==> config.mk <==
export PLATFORM = sky130hd
export DESIGN_NAME = sync_record_deframer_core
export DESIGN_NICKNAME = d
export VERILOG_FILES = /design/src/rtl/core/srd_pkg.sv /design/src/rtl/core/sync_record_deframer_core.sv /design/src/rtl/core/srd_ram.sv /design/src/rtl/core/srd_sat_counter.sv /design/src/rtl/core/srd_framer.sv
export SDC_FILE = /design/constraint.sdc
export NUM_CORES = 2
export LEC_CHECK = 0
export BUFFER_PORTS_ARGS = -buffer_cell sky130_fd_sc_hd__buf_2
export CAP_MARGIN = 10
export CORE_UTILIZATION = 55
export CTS_CLUSTER_SIZE = 20
export DETAILED_ROUTE_END_ITERATION = 12
export PLACE_DENSITY = 0.71
export SLEW_MARGIN = 20
export SYNTH_ARGS = -nofsm -noshare
export SYNTH_HDL_FRONTEND = slang
export SYNTH_SLANG_ARGS = --single-unit
==> constraint.sdc <==
create_clock -name i_clk -period 17.7 [get_ports i_clk]
set_input_delay 0.885 -clock i_clk [delete_from_list [all_inputs] [get_ports i_clk]]
set_output_delay 0.885 -clock i_clk [all_outputs]
set_load 0.01 [all_outputs]
==> src/rtl/core/srd_pkg.sv <==
// Package for the sync record deframer: byte roles, sync phases, constants
// and the structs passed between the framer and the top level.
// No dependencies.
`timescale 1ns / 1ps

package srd_pkg;

    localparam logic [7:0] SYNC_FIRST       = 8'hA3;
    localparam logic [7:0] SYNC_SECOND      = 8'h95;
    localparam logic [7:0] HEADER_BYTES     = 8'd3;
    localparam logic [7:0] MIN_DEF_LENGTH   = 8'd5;
    localparam logic [7:0] PAYLOAD_IDX_MAX  = 8'd255;
    localparam logic [7:0] DEF_TYPE_RESET   = 8'd128;
    localparam logic [7:0] DEF_LENGTH_RESET = 8'd89;

    localparam logic CFG_DEF_TYPE   = 1'b0;
    localparam logic CFG_DEF_LENGTH = 1'b1;

    typedef enum logic [2:0] {
        ROLE_IGNORED,
        ROLE_SYNC,
        ROLE_TYPE,
        ROLE_PAYLOAD,
        ROLE_MISSING
    } t_role;

    typedef enum logic [1:0] {
        PH_HUNT,
        PH_SYNC1,
        PH_TYPE
    } t_phase;

    typedef struct packed {
        t_role      role;
        logic [7:0] rtype;
        logic       is_def;
        logic       rec_end;
        logic [1:0] ign_inc;
        logic [1:0] miss_inc;
        logic [1:0] rec_inc;
    } t_step;

    typedef struct packed {
        logic       we;
        logic [7:0] addr;
        logic [7:0] data;
    } t_table_wr;

endpackage

==> src/rtl/core/sync_record_deframer_core.sv <==
// Top level of the sync record deframer: input and result registers, config
// registers, length table RAM and counters. Uses srd_pkg, srd_ram,
// srd_sat_counter and srd_framer.
//
//   channel   direction  handshake            payload
//   input     in         i_valid / o_stall    i_data_byte
//   result    out        o_valid / i_stall    o_echo_byte .. o_records_total
//   config    in         i_cfg_we             i_cfg_index, i_cfg_data
//
// One byte per cycle unless i_stall holds; path: input register, then result register.
// The length table read is issued when a byte is accepted, so the step logic sees
// the registered RAM data in the next cycle.
// Reset clears control state and all definition valid bits; the table
// contents stay undefined and need no clearing pass.
// A stall on the result side holds the result and passes back to o_stall.
`timescale 1ns / 1ps

module sync_record_deframer_core import srd_pkg::*; #(
    parameter int TYPE_COUNT  = 256,
    parameter int COUNT_WIDTH = 32
) (
    input  logic        i_clk,
    input  logic        i_rst_n,
    input  logic        i_cfg_we,
    input  logic        i_cfg_index,
    input  logic [7:0]  i_cfg_data,
    input  logic        i_valid,
    output logic        o_stall,
    input  logic [7:0]  i_data_byte,
    output logic        o_valid,
    input  logic        i_stall,
    output logic [7:0]  o_echo_byte,
    output logic [2:0]  o_byte_role,
    output logic [7:0]  o_record_type,
    output logic        o_is_definition,
    output logic        o_record_end,
    output logic [31:0] o_ignored_total,
    output logic [31:0] o_missing_total,
    output logic [31:0] o_records_total
);

    localparam int TIDX_W = $clog2(TYPE_COUNT);

    logic [7:0] r_def_type_val;
    logic [7:0] r_def_len_val;

    logic       r_in_valid;
    logic [7:0] r_in_byte;
    logic       r_out_valid;
    logic [7:0] r_out_echo;
    t_role      r_out_role;
    logic [7:0] r_out_type;
    logic       r_out_def;
    logic       r_out_end;

    logic       out_free;
    logic       advance;
    logic       in_xfer;
    logic [7:0] table_len;
    t_step      step;
    t_table_wr  tbl_wr;

    logic [COUNT_WIDTH-1:0] ign_count;
    logic [COUNT_WIDTH-1:0] miss_count;
    logic [COUNT_WIDTH-1:0] rec_count;

    assign out_free = !r_out_valid || !i_stall;
    assign advance  = r_in_valid && out_free;
    assign o_stall  = r_in_valid && !out_free;
    assign in_xfer  = i_valid && !o_stall;

    always_ff @(posedge i_clk) begin
        if (!i_rst_n) begin
            r_def_type_val <= DEF_TYPE_RESET;
            r_def_len_val  <= DEF_LENGTH_RESET;
        end else begin
            if (i_cfg_we && i_cfg_index == CFG_DEF_TYPE) begin
                r_def_type_val <= i_cfg_data;
            end
            if (i_cfg_we && i_cfg_index == CFG_DEF_LENGTH) begin
                r_def_len_val <= i_cfg_data;
            end
        end
    end

    // hold the input byte until the step logic takes it
    always_ff @(posedge i_clk) begin
        if (!i_rst_n) begin
            r_in_valid <= 1'b0;
        end else if (in_xfer) begin
            r_in_valid <= 1'b1;
        end else if (advance) begin
            r_in_valid <= 1'b0;
        end
    end

    always_ff @(posedge i_clk) begin
        if (in_xfer) begin
            r_in_byte <= i_data_byte;
        end
    end

    always_ff @(posedge i_clk) begin
        if (!i_rst_n) begin
            r_out_valid <= 1'b0;
        end else if (out_free) begin
            r_out_valid <= advance;
        end
    end

    always_ff @(posedge i_clk) begin
        if (advance) begin
            r_out_echo <= r_in_byte;
            r_out_role <= step.role;
            r_out_type <= step.rtype;
            r_out_def  <= step.is_def;
            r_out_end  <= step.rec_end;
        end
    end

    srd_ram #(
        .WIDTH (8),
        .DEPTH (TYPE_COUNT)
    ) u_len_table (
        .i_clk   (i_clk),
        .i_we    (advance && tbl_wr.we),
        .i_waddr (tbl_wr.addr[TIDX_W-1:0]),
        .i_wdata (tbl_wr.data),
        .i_re    (in_xfer),
        .i_raddr (i_data_byte[TIDX_W-1:0]),
        .o_rdata (table_len)
    );

    srd_framer #(
        .TYPE_COUNT (TYPE_COUNT)
    ) u_framer (
        .i_clk       (i_clk),
        .i_rst_n     (i_rst_n),
        .i_advance   (advance),
        .i_byte      (r_in_byte),
        .i_table_len (table_len),
        .i_def_type  (r_def_type_val),
        .i_def_len   (r_def_len_val),
        .o_step      (step),
        .o_wr        (tbl_wr)
    );

    srd_sat_counter #(.WIDTH (COUNT_WIDTH)) u_ign_count (
        .i_clk   (i_clk),
        .i_rst_n (i_rst_n),
        .i_en    (advance),
        .i_inc   (step.ign_inc),
        .o_count (ign_count)
    );

    srd_sat_counter #(.WIDTH (COUNT_WIDTH)) u_miss_count (
        .i_clk   (i_clk),
        .i_rst_n (i_rst_n),
        .i_en    (advance),
        .i_inc   (step.miss_inc),
        .o_count (miss_count)
    );

    srd_sat_counter #(.WIDTH (COUNT_WIDTH)) u_rec_count (
        .i_clk   (i_clk),
        .i_rst_n (i_rst_n),
        .i_en    (advance),
        .i_inc   (step.rec_inc),
        .o_count (rec_count)
    );

    // counters advance with the result register, so they always match it
    assign o_valid         = r_out_valid;
    assign o_echo_byte     = r_out_echo;
    assign o_byte_role     = r_out_role;
    assign o_record_type   = r_out_type;
    assign o_is_definition = r_out_def;
    assign o_record_end    = r_out_end;
    assign o_ignored_total = 32'(ign_count);
    assign o_missing_total = 32'(miss_count);
    assign o_records_total = 32'(rec_count);

endmodule

==> src/rtl/core/srd_ram.sv <==
// Generic single-write, single-read RAM with registered read data.
// No dependencies.
`timescale 1ns / 1ps

module srd_ram #(
    parameter int WIDTH = 8,
    parameter int DEPTH = 256
) (
    input  logic                     i_clk,
    input  logic                     i_we,
    input  logic [$clog2(DEPTH)-1:0] i_waddr,
    input  logic [WIDTH-1:0]         i_wdata,
    input  logic                     i_re,
    input  logic [$clog2(DEPTH)-1:0] i_raddr,
    output logic [WIDTH-1:0]         o_rdata
);

    logic [WIDTH-1:0] r_mem [DEPTH];
    logic [WIDTH-1:0] r_rdata;

    always_ff @(posedge i_clk) begin
        if (i_we) begin
            r_mem[i_waddr] <= i_wdata;
        end
        if (i_re) begin
            r_rdata <= r_mem[i_raddr];
        end
    end

    assign o_rdata = r_rdata;

endmodule

==> src/rtl/core/srd_sat_counter.sv <==
// Saturating event counter with a small increment.
// No dependencies.
`timescale 1ns / 1ps

module srd_sat_counter #(
    parameter int WIDTH = 32
) (
    input  logic             i_clk,
    input  logic             i_rst_n,
    input  logic             i_en,
    input  logic [1:0]       i_inc,
    output logic [WIDTH-1:0] o_count
);

    localparam logic [WIDTH-1:0] COUNT_MAX = {WIDTH{1'b1}};

    logic [WIDTH-1:0] r_count;
    logic [WIDTH-1:0] n_count;

    always_comb begin
        if (r_count > COUNT_MAX - WIDTH'(i_inc)) begin
            n_count = COUNT_MAX;
        end else begin
            n_count = r_count + WIDTH'(i_inc);
        end
    end

    always_ff @(posedge i_clk) begin
        if (!i_rst_n) begin
            r_count <= '0;
        end else if (i_en) begin
            r_count <= n_count;
        end
    end

    assign o_count = r_count;

endmodule

==> src/rtl/core/srd_framer.sv <==
// Framing state machine: sync hunt, record tracking, definition capture and
// the per-type valid bits. Uses srd_pkg; length table data comes from outside.
`timescale 1ns / 1ps

module srd_framer import srd_pkg::*; #(
    parameter int TYPE_COUNT = 256
) (
    input  logic       i_clk,
    input  logic       i_rst_n,
    input  logic       i_advance,
    input  logic [7:0] i_byte,
    input  logic [7:0] i_table_len,
    input  logic [7:0] i_def_type,
    input  logic [7:0] i_def_len,
    output t_step      o_step,
    output t_table_wr  o_wr
);

    localparam int TIDX_W = $clog2(TYPE_COUNT);

    t_phase                r_phase,     n_phase;
    logic                  r_in_record, n_in_record;
    logic [7:0]            r_cur_type,  n_cur_type;
    logic                  r_cur_def,   n_cur_def;
    logic [7:0]            r_bytes_left, n_bytes_left;
    logic [7:0]            r_pay_idx,   n_pay_idx;
    logic [7:0]            r_cap_type,  n_cap_type;
    logic [7:0]            r_cap_len,   n_cap_len;
    logic [TYPE_COUNT-1:0] r_def_valid;

    logic       byte_in_range;
    logic       cap_in_range;
    logic [7:0] def_len;
    logic [7:0] left_dec;

    assign byte_in_range = (9'(i_byte) < 9'(TYPE_COUNT));
    assign def_len  = (i_def_len < MIN_DEF_LENGTH) ? MIN_DEF_LENGTH : i_def_len;
    assign left_dec = (r_bytes_left != 8'd0) ? r_bytes_left - 8'd1 : r_bytes_left;

    always_comb begin
        n_phase      = r_phase;
        n_in_record  = r_in_record;
        n_cur_type   = r_cur_type;
        n_cur_def    = r_cur_def;
        n_bytes_left = r_bytes_left;
        n_pay_idx    = r_pay_idx;
        n_cap_type   = r_cap_type;
        n_cap_len    = r_cap_len;
        o_step       = '{role: ROLE_IGNORED, rtype: 8'd0, is_def: 1'b0, rec_end: 1'b0,
                         ign_inc: 2'd0, miss_inc: 2'd0, rec_inc: 2'd0};
        o_wr         = '{we: 1'b0, addr: 8'd0, data: 8'd0};
        cap_in_range = 1'b0;

        if (r_in_record) begin
            o_step.role   = ROLE_PAYLOAD;
            o_step.rtype  = r_cur_type;
            o_step.is_def = r_cur_def;
            if (r_cur_def && r_pay_idx == 8'd0) begin
                n_cap_type = i_byte;
            end
            if (r_cur_def && r_pay_idx == 8'd1) begin
                n_cap_len = i_byte;
            end
            if (r_pay_idx < PAYLOAD_IDX_MAX) begin
                n_pay_idx = r_pay_idx + 8'd1;
            end
            n_bytes_left = left_dec;
            if (left_dec == 8'd0) begin
                o_step.rec_end = 1'b1;
                o_step.rec_inc = 2'd1;
                n_in_record    = 1'b0;
                cap_in_range   = (9'(n_cap_type) < 9'(TYPE_COUNT));
                o_wr.we        = r_cur_def && cap_in_range;
                o_wr.addr      = n_cap_type;
                o_wr.data      = n_cap_len;
            end
        end else begin
            case (r_phase)
                PH_SYNC1: begin
                    if (i_byte == SYNC_SECOND) begin
                        n_phase     = PH_TYPE;
                        o_step.role = ROLE_SYNC;
                    end else begin
                        n_phase        = PH_HUNT;
                        o_step.ign_inc = 2'd2;
                    end
                end
                PH_TYPE: begin
                    n_phase      = PH_HUNT;
                    o_step.rtype = i_byte;
                    n_cur_type   = i_byte;
                    n_pay_idx    = 8'd0;
                    n_cap_type   = 8'd0;
                    n_cap_len    = 8'd0;
                    if (i_byte == i_def_type) begin
                        o_step.role   = ROLE_TYPE;
                        o_step.is_def = 1'b1;
                        n_cur_def     = 1'b1;
                        n_in_record   = 1'b1;
                        n_bytes_left  = def_len - HEADER_BYTES;
                    end else begin
                        n_cur_def = 1'b0;
                        if (!(byte_in_range && r_def_valid[i_byte[TIDX_W-1:0]]
                              && i_table_len >= HEADER_BYTES)) begin
                            o_step.role     = ROLE_MISSING;
                            o_step.miss_inc = 2'd1;
                        end else begin
                            o_step.role = ROLE_TYPE;
                            if (i_table_len == HEADER_BYTES) begin
                                o_step.rec_end = 1'b1;
                                o_step.rec_inc = 2'd1;
                            end else begin
                                n_in_record  = 1'b1;
                                n_bytes_left = i_table_len - HEADER_BYTES;
                            end
                        end
                    end
                end
                default: begin
                    if (i_byte == SYNC_FIRST) begin
                        n_phase     = PH_SYNC1;
                        o_step.role = ROLE_SYNC;
                    end else begin
                        n_phase        = PH_HUNT;
                        o_step.ign_inc = 2'd1;
                    end
                end
            endcase
        end
    end

    always_ff @(posedge i_clk) begin
        if (!i_rst_n) begin
            r_phase      <= PH_HUNT;
            r_in_record  <= 1'b0;
            r_cur_type   <= 8'd0;
            r_cur_def    <= 1'b0;
            r_bytes_left <= 8'd0;
            r_pay_idx    <= 8'd0;
            r_cap_type   <= 8'd0;
            r_cap_len    <= 8'd0;
            r_def_valid  <= '0;
        end else if (i_advance) begin
            r_phase      <= n_phase;
            r_in_record  <= n_in_record;
            r_cur_type   <= n_cur_type;
            r_cur_def    <= n_cur_def;
            r_bytes_left <= n_bytes_left;
            r_pay_idx    <= n_pay_idx;
            r_cap_type   <= n_cap_type;
            r_cap_len    <= n_cap_len;
            if (o_wr.we) begin
                r_def_valid[o_wr.addr[TIDX_W-1:0]] <= 1'b1;
            end
        end
    end

endmodule

==> impl_metrics.toml <==
[routing]
ant_nets = 0
wl_um = 238000
dr_total_vias = 50900
first_iter_violations = 6405
first_pass_iters = 12
routed_via_density = 6.45
drc_errors = 62
detail_route.wl_per_cell_um = 30.1

[timing]
setup_viol = 0
post-route-period-util_pct = 37.0
holdWs_ns = 0.252
setup_tns_ns = 0
period_needed_ns = 6.54
tightest_slew_ns = 1.16
finalMaxSlewViolations = 0
fin_ws_ns = 11.16
maxSlewHeadroom_pct = 22.2
rsz0062_at_grt = "no"
fmax_ghz = 0.153
final_hold_viol_count = 0
clock_skew_ns = 0.0332

[floorplanning]
num_rows = 154
dieArea_mm2 = 0.180
core_area_mm2 = 0.176
die_h_um = 424
dieWidth_um = 424
initial_core_util_pct = 55.5
pin_count = 141

[yosys]
synth_commonest_cells = "edfxtp_1 (2,085), mux4_2 (740), dfxtp_1 (414)"
yosysMostFrequentCell = "edfxtp_1"
synth_cell_type_count = 67
synthTopCellsByArea = "edfxtp_1 (64%), mux4_2 (17%), dfxtp_1 (8.5%), o21a_1 (1.5%), nor2_1 (1.3%)"
avgSynthCellArea_um2 = 18.9
netlist_instances = 5162
ys_seq_elements = 2499
synth-edff-count = 2085
synthFlopType = "edfxtp_1"
yosysSeqAreaShare_pct = 72.5
synth_fp_nets = 5202
yosysTopAreaCell = "edfxtp_1"
synth_top_area_share_pct = 64.0
syn_area_mm2 = 0.0978
yosysWarnings = 0
synthArstFlopShare_pct = 0

[global_route]
track_usage_pct = 26.6
grt_max_degree = 237
grt_pass1_wl_um = 347000
antenna_found_initial = 14
grt_remaining_overflow = 0
grt_pass1_vias = 49400

[worst_setup_path]
critPathKind = "flip-flop to flip-flop"
cp_max_fo = 43
critical_path_arrival_ns = 7.25
startpoint_type = "flip-flop"
cp-end-kind = "flip-flop"
crit_required_ns = 18.41
rr_worst_depth = 16

[status]
status = "finished, violations left"
violations = "DRC"

[place]
io_buffers = 140
place_inst = 7433
dpl.hpwl_um = 146000
place_ws_ns = 11.16
placed_cell_area_mm2 = 0.101
place_congestion = 0.886

[finish]
final_util_pct = 61.9
final_cells = 7889
drive_gt1_share_pct = 25.5
nets = 5374
area_growth_pct = 11.5
fin_area_mm2 = 0.109

[clock_network]
cts_resized = 0
cts_tree = "yes"
clk_pin_slew_worst_paths_ns = 0.06
clk_latency_ns = 0.89
root_buffer = "clkbuf_16"
cts.htree.levels = 4
cts_setup_buffers = 0
cts_sinks = 2499
clock_path_buffers = 3
numCtsBuffers = 235
cts_hold_buf = 0

[pwr]
p_leak_nw = 39.9
total_power_mw = 11.5
vdd_ir_drop_max_mv = 0.0829
power_density_mw_per_mm2 = 106

[min_path]
hold_path_class = "primary input to flip-flop"
worstHoldPathCells = 3

[flow_run]
maxCapViolations = 0
## cell families after synthesis
group           after synthesis  synth area share (%)
buf+inv                     359                  1.45
flops                      2499                  72.5
compound gates              508                  3.30
fa+ha+maj                    18                 0.238
mux                         781                  17.5
simple gates                882                  4.03
xor+xnor                    115                  1.03
## final timing paths
path | from | end | slack (ns)
max | r_in_byte[0]$_DFFE_PP_ | u_rec_count.o_count[28]$_SDFFE_PN0P_ | 11.16
max reg2reg | r_in_byte[0]$_DFFE_PP_ | u_rec_count.o_count[28]$_SDFFE_PN0P_ | 11.16
min | i_cfg_data[4] | r_def_len_val[4]$_SDFFE_PN1P_ | 0.25
min reg2reg | u_framer.r_cur_type[2]$_SDFFE_PN0P_ | u_framer.r_cur_type[2]$_SDFFE_PN0P_ | 0.45
## flip-flops by register name (all words and copies together), names as in the netlist, 8 cells and up
register               flops
r_def_type_val             8
u_framer.r_cur_type        8
r_in_byte                  8
u_framer.r_cap_len         8
u_framer.r_bytes_left      8
o_echo_byte                8
u_ign_count.o_count       32
u_rec_count.o_count       32
o_record_type              8
u_len_table.o_rdata        8
u_framer.r_pay_idx         8
u_framer.r_cap_type        8
u_framer.r_def_valid     256
r_def_len_val              8
u_len_table.r_mem       2048
u_miss_count.o_count      32
## where the power goes
part / total, mW / switching, mW / leakage (nW) / internal, mW
sequential: 6.30 / 0.0106 / 27.5 / 6.29
combinational: 0.238 / 0.150 / 8.65 / 0.0877
clock: 4.99 / 2.20 / 3.73 / 2.79
## area by class of cell
type / count / area [um^2]
diodes: 8 / 20.0
clock inverters: 130 / 1320
clock buffers: 314 / 6360
well taps: 2340 / 2930
multi-input cells: 2304 / 25700
flip-flops and latches: 2499 / 70900
repair buffers: 258 / 1710
inverters: 36 / 138
fillers: 12100 / 67200
## cells in the final DEF, fill, tap and decap left out, types with 21 or more instances in the layout
| master | n |
|---|---|
| a21oi_1 | 139 |
| and3_1 | 24 |
| buf_2 | 135 |
| buf_4 | 112 |
| clkbuf_1 | 63 |
| clkbuf_16 | 237 |
| clkinv_1 | 44 |
| clkinv_2 | 41 |
| dfxtp_1 | 413 |
| edfxtp_1 | 2085 |
| inv_1 | 31 |
| mux2i_1 | 32 |
| mux4_2 | 740 |
| nand2_1 | 269 |
| nand3_1 | 74 |
| nand4_1 | 28 |
| nor2_1 | 315 |
| nor2_2 | 32 |
| nor3_1 | 21 |
| o21a_1 | 194 |
| o21ai_0 | 77 |
| o21ai_1 | 21 |
| or4_1 | 26 |
| xnor2_1 | 41 |
| xor2_1 | 74 |
## critical path, cell delays in order, from the launching register on
cell and delay, ns:
edfxtp_1 0.87, buf_4 0.78, inv_2 0.30, mux4_2 0.51
and4_1 0.21, a311oi_1 0.30, o311a_1 0.37, nand2_1 0.19
o31ai_1 0.69, ha_1 0.30, ha_1 0.17, nand2_1 0.07
or3_1 0.43, nor4_1 0.68, nand3_1 0.19, xor2_1 0.18
a21oi_1 0.08
## metal layers
metal	share of wire (%)	global-route usage (%)	wire, um	vias to the layer above
li1	-	-	-	21200
met1	40	38.6	95900	26800
met2	48	41.5	114000	2528
met3	8.7	4.95	20800	378
met4	2.9	8.30	6990	12
met5	0.035	0	84	-
(Power assumes the default switching activity.)
